===== config.mk =====
export PLATFORM = sky130hd
export DESIGN_NAME = vobp_seq
export DESIGN_NICKNAME = d
export VERILOG_FILES = /design/src/design/vobp_pkg.sv /design/src/design/vobp_seq.sv
export SDC_FILE = /design/constraint.sdc
export NUM_CORES = 1
export LEC_CHECK = 0
export BUFFER_PORTS_ARGS = -buffer_cell sky130_fd_sc_hd__clkbuf_2
export CORE_ASPECT_RATIO = 1.1
export CORE_MARGIN = 2
export CORE_UTILIZATION = 30
export DETAILED_ROUTE_END_ITERATION = 10
export PLACE_DENSITY = 0.44
export SLEW_MARGIN = 20
export SYNTH_ARGS = -nofsm -noshare
export SYNTH_HDL_FRONTEND = slang
export SYNTH_SLANG_ARGS = --single-unit

===== constraint.sdc =====
create_clock -name clk_i -period 2.6 [get_ports clk_i]
set_input_delay 0.52 -clock clk_i [delete_from_list [all_inputs] [get_ports clk_i]]
set_output_delay 0.52 -clock clk_i [all_outputs]
set_load 0.02 [all_outputs]

===== src/design/vobp_pkg.sv =====
// Shared types and constants of the voxel occupancy block pool.
// No dependencies; every other design file imports this package.
package vobp_pkg;

  localparam int unsigned CellW  = 6;
  localparam int unsigned CfgW   = 7;
  localparam int unsigned CfgIdxW = 2;
  localparam int unsigned LogitW = 16;

  typedef enum logic [CfgIdxW-1:0] {
    CFG_GRID_SIZE  = 2'd0,
    CFG_OUT_SIZE   = 2'd1,
    CFG_BLOCK_SIZE = 2'd2
  } cfg_reg_e;

  // Control that travels with a sample from the counters to the pooling stage.
  typedef struct packed {
    logic             in_range;
    logic             first;
    logic             done;
    logic             final_smp;
    logic [CellW-1:0] cell_x;
    logic [CellW-1:0] cell_y;
    logic [CellW-1:0] cell_z;
  } smp_ctl_t;

endpackage


===== src/design/vobp_seq.sv =====
// Sample position, in-block offset and coarse cell counters of the grid scan.
// Depends on vobp_pkg for the sample control struct.
module vobp_seq #(
  parameter int unsigned MAX_GRID = 64,
  parameter int unsigned MAX_OUT  = 64,
  parameter int unsigned PW       = $clog2(MAX_GRID),
  parameter int unsigned CW       = $clog2(MAX_OUT + 1),
  parameter int unsigned IdxW     = ($clog2(MAX_OUT * MAX_OUT) > 0) ?
                                    $clog2(MAX_OUT * MAX_OUT) : 1
) (
  input  logic               clk_i,
  input  logic               rst_ni,
  input  logic               adv_i,
  input  logic [PW-1:0]      g_m1_i,
  input  logic [PW-1:0]      b_m1_i,
  input  logic [CW-1:0]      o_i,
  output vobp_pkg::smp_ctl_t ctl_o,
  output logic [IdxW-1:0]    idx_o
);
  import vobp_pkg::*;

  // lane 0 is x, 1 is y, 2 is z
  logic [PW-1:0] pos_q [3];
  logic [PW-1:0] pos_d [3];
  logic [PW-1:0] off_q [3];
  logic [PW-1:0] off_d [3];
  logic [CW-1:0] cnt_q [3];
  logic [CW-1:0] cnt_d [3];
  logic [2:0]    wrap;
  logic [2:0]    step;

  always_comb begin
    for (int a = 0; a < 3; a++) begin
      wrap[a] = (pos_q[a] >= g_m1_i);
    end
    step[2] = adv_i;
    step[1] = adv_i && wrap[2];
    step[0] = adv_i && wrap[2] && wrap[1];
    for (int a = 0; a < 3; a++) begin
      pos_d[a] = pos_q[a];
      off_d[a] = off_q[a];
      cnt_d[a] = cnt_q[a];
      if (step[a]) begin
        if (wrap[a]) begin
          pos_d[a] = '0;
          off_d[a] = '0;
          cnt_d[a] = '0;
        end else begin
          pos_d[a] = pos_q[a] + PW'(1);
          if (off_q[a] >= b_m1_i) begin
            off_d[a] = '0;
            if (cnt_q[a] < o_i) begin
              cnt_d[a] = cnt_q[a] + CW'(1);
            end
          end else begin
            off_d[a] = off_q[a] + PW'(1);
          end
        end
      end
    end
  end

  always_ff @(posedge clk_i or negedge rst_ni) begin
    if (!rst_ni) begin
      for (int a = 0; a < 3; a++) begin
        pos_q[a] <= '0;
        off_q[a] <= '0;
        cnt_q[a] <= '0;
      end
    end else begin
      for (int a = 0; a < 3; a++) begin
        pos_q[a] <= pos_d[a];
        off_q[a] <= off_d[a];
        cnt_q[a] <= cnt_d[a];
      end
    end
  end

  always_comb begin
    ctl_o.in_range  = (cnt_q[0] < o_i) && (cnt_q[1] < o_i) && (cnt_q[2] < o_i);
    ctl_o.first     = (off_q[0] == '0) && (off_q[1] == '0) && (off_q[2] == '0);
    ctl_o.done      = (off_q[0] == b_m1_i) && (off_q[1] == b_m1_i) &&
                      (off_q[2] == b_m1_i);
    ctl_o.final_smp = wrap[0] && wrap[1] && wrap[2];
    ctl_o.cell_x    = CellW'(cnt_q[0]);
    ctl_o.cell_y    = CellW'(cnt_q[1]);
    ctl_o.cell_z    = CellW'(cnt_q[2]);
    // row per cell_y, column per cell_z
    idx_o = IdxW'(IdxW'(cnt_q[1]) * IdxW'(MAX_OUT) + IdxW'(cnt_q[2]));
  end

endmodule


==> results of run 1 <==
[where the power goes]
group | internal [uW] | switching [uW] | total, uW
clock | 631 | 378 | 1010
combinational | 775 | 1000 | 1780
sequential | 1110 | 327 | 1440
[what timing repair did]
action	CTS	global route
pin swaps	0	2
cloned	0	0
hold buffers	0	0
setup buffers	2	0
endpoints found under the setup margin	1	2
resized for setup	0	9
[state kept, by name (all words and copies together) (netlist names)]
signal  flops
cnt_q       3
off_q      18
pos_q      18
ctl_o      18
[critical path, cell delays in order, from the launching register on]
cell and delay, ns:
dfrtp_1 0.42, ha_1 0.23, a2111oi_4 0.35, o21ai_2 0.13, o21a_1 0.14, and3_1 0.21
buf_4 0.16
[worst max path at each step]
stage | startpoint | slack [ns] | depth (start not counted) | to
after floorplan | g_m1_i[2] | 0.09 | 7 | ctl_o[18]
after global placement | g_m1_i[3] | 0.03 | 9 | ctl_o[18]
after detailed placement | g_m1_i[3] | 0.004 | 9 | ctl_o[18]
after CTS | pos_q[3]$_DFFE_PN0P_ | 0.02 | 7 | ctl_o[18]
after global routing | pos_q[0]$_DFFE_PN0P_ | 0.01 | 8 | ctl_o[18]
final | pos_q[8]$_DFFE_PN0P_ | 0.1 | 6 | ctl_o[18]
[cells by family (layout without fill, tap and decap cells)]
logic type      after synthesis  after routing  share of synthesized area (%)
buf+inv                      67            134                           7.64
simple gates                180            180                           21.3
mux                           4              4                          0.910
compound gates              121            121                           17.5
xor+xnor                     13             13                           2.51
flops                        57             57                           31.4
fa+ha+maj                    68             68                           18.7
[final cells by class]
| class | instances | area (sq um) |
|---|---|---|
| tap | 196 | 245 |
| fill | 1550 | 9560 |
| multi-input combinational | 386 | 2810 |
| inverter | 35 | 131 |
| clock inverter | 1 | 5.00 |
| timing repair buffer | 85 | 515 |
| sequential | 57 | 1430 |
| clock buffer | 13 | 240 |
[per-stage QoR]
step	hold slack [ns]	utilization, %	power (uW)	std cells
after floorplan	0.224	-	2670	510
after global placement	0.480	33.9	3140	757
after detailed placement	0.469	33.9	3180	757
after CTS	0.380	35.7	4260	773
after global routing	0.405	36.0	4610	773
final	0.339	36.0	4220	773
[routing by layer]
metal / global-route usage [%] / wire [microns] / up-vias / part of all wire, %
met3: 2.28 / 385 / 14 / 3.3
li1: - / - / 1971 / -
met4: 5.94 / 223 / 0 / 1.9
met2: 24.8 / 5480 / 76 / 47
met5: 0 / 0 / - / 0
met1: 19.8 / 5500 / 1870 / 47
[cell usage in the layout (no fill, tap or decap), types with 4 or more instances in the layout]
master and n:
a21o_1 5, a21oi_1 18, a31oi_1 9, and3_1 12, and4_1 4, buf_4 30, clkbuf_1 4, clkbuf_16 9
clkbuf_2 54, dfrtp_1 57, ha_1 66, inv_1 34, nand2_1 33, nand2b_1 15, nand3_1 45, nand4_1 11
nor2_1 28, nor2b_1 4, o211ai_1 9, o21a_1 7, o21ai_0 30, o21ai_1 11, o21ai_2 4, o31ai_1 11
or4_1 6, xnor2_1 6, xor2_1 7
==> results.toml, run 1 <==
[routing]
firstDrtPassIters = 4
routed_wl_microns = 11600
vias = 3931
vias_per_cell = 5.09
drt_iter0_drc = 111
avgRoutedWirePerCell_microns = 15.0
drtAntennaViolNets = 0
drc = 0

[pwr]
pwr_density_cell_mw_per_mm2 = 786
max-vdd-ir-drop_v = 0.000291
power.leakage_uw = 0.00262

[layout]
antenna_cells = 0
design_area_sq_mm = 0.00537
drive_gt1_share_pct = 19.9
nNetsFinal = 664
syn_to_final_growth_pct = 18.4

[cts]
cts_tree = "done"
cts_root_buffer = "clkbuf_16"
cts_sinks = 57
cts_max_level = 3
cts_inserted_buffers = 9
clk_pin_slew_ns = 0.05
clk_path_buf_depth = 2
worstSkewPairLatency_ns = 0.33

[logic_synthesis]
synth.most_common_cell = "ha_1"
synth_area_leader_cell = "dfrtp_1"
syn_inst = 510
synth_warnings = 0
synth_cell_types = 52
synth_fp_nets = 600
synth.yosys.seq_area_share_pct = 31.4
synth_top_area_share_pct = 31.4
synth-edff-count = 0
ys_async_sr_fraction_pct = 100
syn_area_per_cell_sq_um = 8.90
yosys_register_bits = 57
netlist_area_sq_mm = 0.00454
synthTopCellsByArea = "dfrtp_1, ha_1, nand3_1, buf_4, o21ai_0"
ys.flop_type = "dfrtp_1"
synth_common_cells = "ha_1, dfrtp_1, nand3_1"

[timing]
fmax_mhz = 400
fin_crit_ns = 2.50
grt_setup_unrepaired = "no"
min_period_over_period_pct = 96.3
slew_violations = 0
setup_tns_ns = 0
layout_setup_ws_ns = 0.0969
tightest_slew_ns = 0.776
slew_headroom_pct = 48.2
hold_viol_final = 0
fin_skew_ns = 0.00432
setup_viol = 0

[critical_path]
reg2regPathDepth = 10
reg2reg_from = "pos_q[0]$_DFFE_PN0P_"
worstSetupEndpointType = "output pin"
path_class = "register to output pin"
reg2reg_to = "ctl_o[14]$_DFFE_PN0P_"
cp_max_fo = 5
rrSetupSlack_ns = 0.29
arrival_ns = 1.98
worstPathRequired_ns = 2.08
start_kind = "register"

[place]
gp_congestion = 0.812
pre_cts_ws_ns = 0.00431
dp_hpwl_microns = 9000
dpl_cell_area_sq_mm = 0.00507
numPortBuffers = 55

[grt]
grt_overflow = 0
grt_max_degree = 58
grt_pass1_wl_microns = 19000
antenna_found_initial = 0
grt.total_usage_pct = 15.1
grt_pass1_vias = 3834

[floorplan]
ios = 56
start_util_pct = 30.4
die_h_microns = 133
coreArea_sq_mm = 0.0149
dieArea_sq_mm = 0.0161
rows = 47
die_x_microns = 121

[min_path]
min_path_type = "input port to asynchronous set/reset pin"

[flow_run]
maxCapViolCount = 0

[run_status]
outcome = "finished, final reports clean"
Note: power is estimated with default switching activity, not from simulation.
==> run 2, diff against run 1 <==
==> constraint.sdc (replaced) <==
create_clock -name clk_i -period 2.9 [get_ports clk_i]
set_input_delay 0.58 -clock clk_i [delete_from_list [all_inputs] [get_ports clk_i]]
set_output_delay 0.58 -clock clk_i [all_outputs]
set_load 0.02 [all_outputs]
==> results.toml, run 2 (same netlist as run 1, synthesis figures left out) <==
[run_status]
outcome = "finished, final reports clean"

[grt]
antenna_found_initial = 0
grt_pass1_wl_microns = 19600
grt_pass1_vias = 3849
grt.total_usage_pct = 15.4
grt_max_degree = 36
grt_overflow = 0

[layout]
layout_common_cells = "ha_1, dfrtp_1, clkbuf_2"
mostFrequentLayoutCell = "ha_1"
layoutNonFillerInstCount = 759
nNetsFinal = 648
antenna_cells = 0
drive_gt1_share_pct = 17.4
syn_to_final_growth_pct = 15.5
nFillCells = 1582

[timing]
hold_viol_final = 0
fin_crit_ns = 2.74
setup_tns_ns = 0
slew_headroom_pct = 43.6
min_period_over_period_pct = 94.3
setup_viol = 0
fmax_mhz = 366
tightest_slew_ns = 0.841
fin_skew_ns = 0.00732
slew_violations = 0
grt_setup_unrepaired = "no"

[critical_path]
reg2reg_from = "off_q[3]$_DFFE_PN0P_"
startpoint = "g_m1_i[3]"
arrival_ns = 2.16
path_class = "input port to output pin"
worstPathRequired_ns = 2.32
worstSetupEndpointType = "output pin"
cp_max_fo = 4
start_kind = "input port"

[floorplan]
dieArea_sq_mm = 0.0161
die_h_microns = 133
ios = 56
start_util_pct = 30.4
die_x_microns = 121
coreArea_sq_mm = 0.0149
rows = 47

[routing]
routed_wl_microns = 11800
drt_iter0_drc = 131
vias_per_cell = 5.13
firstDrtPassIters = 4
vias = 3892
avgRoutedWirePerCell_microns = 15.6
drc = 0
drtAntennaViolNets = 0

[min_path]
min_path_type = "input port to asynchronous set/reset pin"

[place]
placed_cells = 743
gp_congestion = 0.794
numPortBuffers = 55
dp_hpwl_microns = 9150

[cts]
cts_max_level = 3
clk_pin_slew_ns = 0.05
cts_inserted_buffers = 9
clk_path_buf_depth = 2
cts_root_buffer = "clkbuf_16"
cts_tree = "done"
worstSkewPairLatency_ns = 0.32
hold_buffers = 0
cts_sinks = 57

[pwr]
power_uw = 3710
power.leakage_uw = 0.00255
pwr_density_cell_mw_per_mm2 = 708
max-vdd-ir-drop_v = 0.000255

[flow_run]
maxCapViolCount = 0
-- run 2: cell count changes in the layout (fill, tap and decap cells not counted), moves of 2 or more --
| cell | delta |
|---|---|
| buf_4 | -18 |
| clkbuf_1 | -3 |
| clkinv_2 | +3 |
| clkinvlp_4 | +2 |
| ha_1 | +2 |
| ha_4 | -2 |
-- run 2: final timing paths --
kind,to,cells after the start,slack [ns]
hold reg to reg,cnt_q[20]$_DFFE_PN0P_,1,0.48
hold / removal,off_q[3]$_DFFE_PN0P_,1,0.28
setup reg to reg,cnt_q[6]$_DFFE_PN0P_,6,0.50
setup / recovery,ctl_o[18],9,0.16
max in group asynchronous,cnt_q[20]$_DFFE_PN0P_,2,1.99
min in group clk_i,cnt_q[20]$_DFFE_PN0P_,1,0.48
-- run 2: metal layers --
layer	global-route usage [%]	wire length (microns)	up-vias
met2	26.1	5660	84
met1	19.9	5560	1853
met3	2.89	383	13
li1	-	-	1942
met5	0	0	-
met4	4.73	240	0
-- run 2: cell type report --
type / count / area (sq um) / share of cell area (%)
multi-input combinational: 386 / 2770 / 52.8
sequential: 57 / 1430 / 27.2
timing repair buffer: 69 / 405 / 7.73
tap: 196 / 245 / 4.68
clock buffer: 10 / 229 / 4.37
inverter: 35 / 131 / 2.51
clock inverter: 6 / 35.0 / 0.668
-- run 2: per-stage QoR --
stage	setup slack, ns	hold slack, ns	util (%)	cell area [sq um]
3_3_place_gp	0.192	0.480	33.3	4970
6_report	0.164	0.282	35.1	5240
3_5_place_dp	0.140	0.482	33.3	4970
4_1_cts	0.138	0.290	35.1	5240
2_1_floorplan	0.274	0.284	-	4540
5_1_grt	0.0595	0.329	35.1	5240
-- run 2: power breakdown --
part | switching [uW] | leakage, uW | total, uW | internal (uW)
registers | 307 | 0.000736 | 1300 | 995
logic | 860 | 0.00169 | 1470 | 607
clock network | 370 | 0.000128 | 940 | 571
-- run 2: worst max-delay path: stages --
cell	delay [ns]
clkbuf_2	0.08
inv_1	0.14
ha_1	0.27
a21o_1	0.20
a211oi_2	0.26
o21a_2	0.19
nor2_2	0.06
and3_1	0.21
clkbuf_2	0.16
-- run 2: timing repair --
action | CTS | global route
gates resized for setup | 0 | 1
hold endpoints to repair | 0 | 0
setup buffers | 0 | 0
setup endpoints to repair | 0 | 1
==> run 3, diff against run 2 <==
--- a/config.mk
+++ b/config.mk
@@ -9,6 +9,7 @@
 export CORE_ASPECT_RATIO = 1.1
 export CORE_MARGIN = 2
 export CORE_UTILIZATION = 30
+export CTS_CLUSTER_DIAMETER = 120
 export DETAILED_ROUTE_END_ITERATION = 10
 export PLACE_DENSITY = 0.44
 export SLEW_MARGIN = 20
==> constraint.sdc (replaced) <==
create_clock -name clk_i -period 2.71 [get_ports clk_i]
set_input_delay 0.542 -clock clk_i [delete_from_list [all_inputs] [get_ports clk_i]]
set_output_delay 0.542 -clock clk_i [all_outputs]
set_load 0.02 [all_outputs]
==> results.toml, run 3 (same netlist as run 1, synthesis figures left out) <==
[cts]
worstSkewPairLatency_ns = 0.33
hold_buffers = 0
cts_sinks = 57
cts_tree = "done"
clk_pin_slew_ns = 0.05
cts_root_buffer = "clkbuf_16"
cts_max_level = 3
cts_inserted_buffers = 9
clk_path_buf_depth = 2

[floorplan]
die_h_microns = 133
ios = 56
dieArea_sq_mm = 0.0161
die_x_microns = 121
rows = 47
start_util_pct = 30.4
coreArea_sq_mm = 0.0149

[place]
dp_hpwl_microns = 9140
gp_congestion = 0.774
dpl_cell_area_sq_mm = 0.00501
placed_cells = 750
numPortBuffers = 55

[layout]
design_area_sq_mm = 0.00529
drive_gt1_share_pct = 18.1
layout_common_cells = "ha_1, dfrtp_1, clkbuf_2"
nNetsFinal = 656
layoutNonFillerInstCount = 764
syn_to_final_growth_pct = 16.6
antenna_cells = 0
final_util_pct = 35.4
mostFrequentLayoutCell = "ha_1"

[critical_path]
path_class = "register to output pin"
start_kind = "register"
path_buf_inv = 1
worstSetupEndpointType = "output pin"
slowest_stage = "dfrtp_2"
worstPathRequired_ns = 2.17
cpPeakStageDelay_ns = 0.42
cp_max_fo = 3
arrival_ns = 2.06
path_delay_family = "compound AO/OA/AOI/OAI gates"
critical_path.cell_chain = "ha_1, a21o_1, a211oi_2, o21a_2, nor2_1, and3_1, buf_2"

[routing]
drt_iter0_drc = 123
firstDrtPassIters = 4
drc = 0
vias_per_cell = 5.02
avgRoutedWirePerCell_microns = 15.4
vias = 3836
routed_wl_microns = 11700
drtAntennaViolNets = 0

[timing]
fin_skew_ns = 0.00553
slew_headroom_pct = 58.0
hold_ws_ns = 0.194
grt_setup_unrepaired = "no"
hold_viol_final = 0
min_period_over_period_pct = 95.9
fin_crit_ns = 2.60
fmax_mhz = 385
tightest_slew_ns = 0.626
slew_violations = 0
setup_tns_ns = 0
setup_viol = 0

[grt]
grt_max_degree = 58
antenna_found_initial = 0
grt_overflow = 0
grt_pass1_vias = 3870
grt_pass1_wl_microns = 19400
grt.total_usage_pct = 15.4

[flow_run]
maxCapViolCount = 0

[pwr]
max-vdd-ir-drop_v = 0.000323
pwr_density_cell_mw_per_mm2 = 765
power.leakage_uw = 0.00259

[run_status]
outcome = "finished, final reports clean"

[min_path]
min_path_type = "input port to asynchronous set/reset pin"
==> run 3: cell types whose count changed in the layout (fill, tap and decap cells not counted), moves of 2 or more <==
| cell | before | now |
|---|---|---|
| buf_4 | 12 | 21 |
| clkinvlp_4 | 2 | 0 |
| clkinv_2 | 4 | 0 |
| clkbuf_8 | 0 | 3 |
==> run 3: metrics by stage <==
stage | worst slack (ns) | power, uW
after detailed placement | 0.0809 | 3020
after global routing | 0.0138 | 4410
final | 0.111 | 4050
after CTS | 0.0292 | 4110
after floorplan | 0.160 | 2560
after global placement | 0.102 | 2970
==> run 3: what timing repair did <==
item / 4_1_cts / 5_1_grt
endpoints found under the setup margin: 0 / 1
gates resized for setup: 0 / 2
setup buffers: 0 / 1
==> run 3: area by class of cell <==
| cell class | instances | area (sq um) |
|---|---|---|
| inverters | 35 | 131 |
| clock buffers | 13 | 270 |
| flip-flops and latches | 57 | 1430 |
| multi-input cells | 386 | 2770 |
| repair buffers | 77 | 453 |
| well taps | 196 | 245 |
| fillers | 1579 | 9640 |
==> run 3: final timing paths <==
| check | startpoint | slack [ns] | endpoint | depth (start not counted) |
|---|---|---|---|---|
| hold reg to reg | cnt_q[20]$_DFFE_PN0P_ | 0.50 | cnt_q[20]$_DFFE_PN0P_ | 1 |
| min in group clk_i | cnt_q[20]$_DFFE_PN0P_ | 0.50 | cnt_q[20]$_DFFE_PN0P_ | 1 |
| setup / recovery | pos_q[3]$_DFFE_PN0P_ | 0.11 | ctl_o[18] | 7 |
| max in group asynchronous | rst_ni | 2.22 | ctl_o[10]$_DFFE_PN0P_ | 2 |
| hold / removal | rst_ni | 0.19 | off_q[4]$_DFFE_PN0P_ | 2 |
| setup reg to reg | pos_q[0]$_DFFE_PN0P_ | 0.42 | ctl_o[7]$_DFFE_PN0P_ | 9 |
==> run 3: power by group <==
part           leakage, uW  internal [uW]  switching, uW
sequential        0.000734           1070            311
clock             0.000134            677            377
combinational      0.00172            684            932
==> run 3: routing by layer <==
metal | GRT usage (%) | routed length [microns]
met1 | 19.7 | 5550
met2 | 25.7 | 5610
met3 | 2.50 | 364
met4 | 6.07 | 217
met5 | 0 | 0
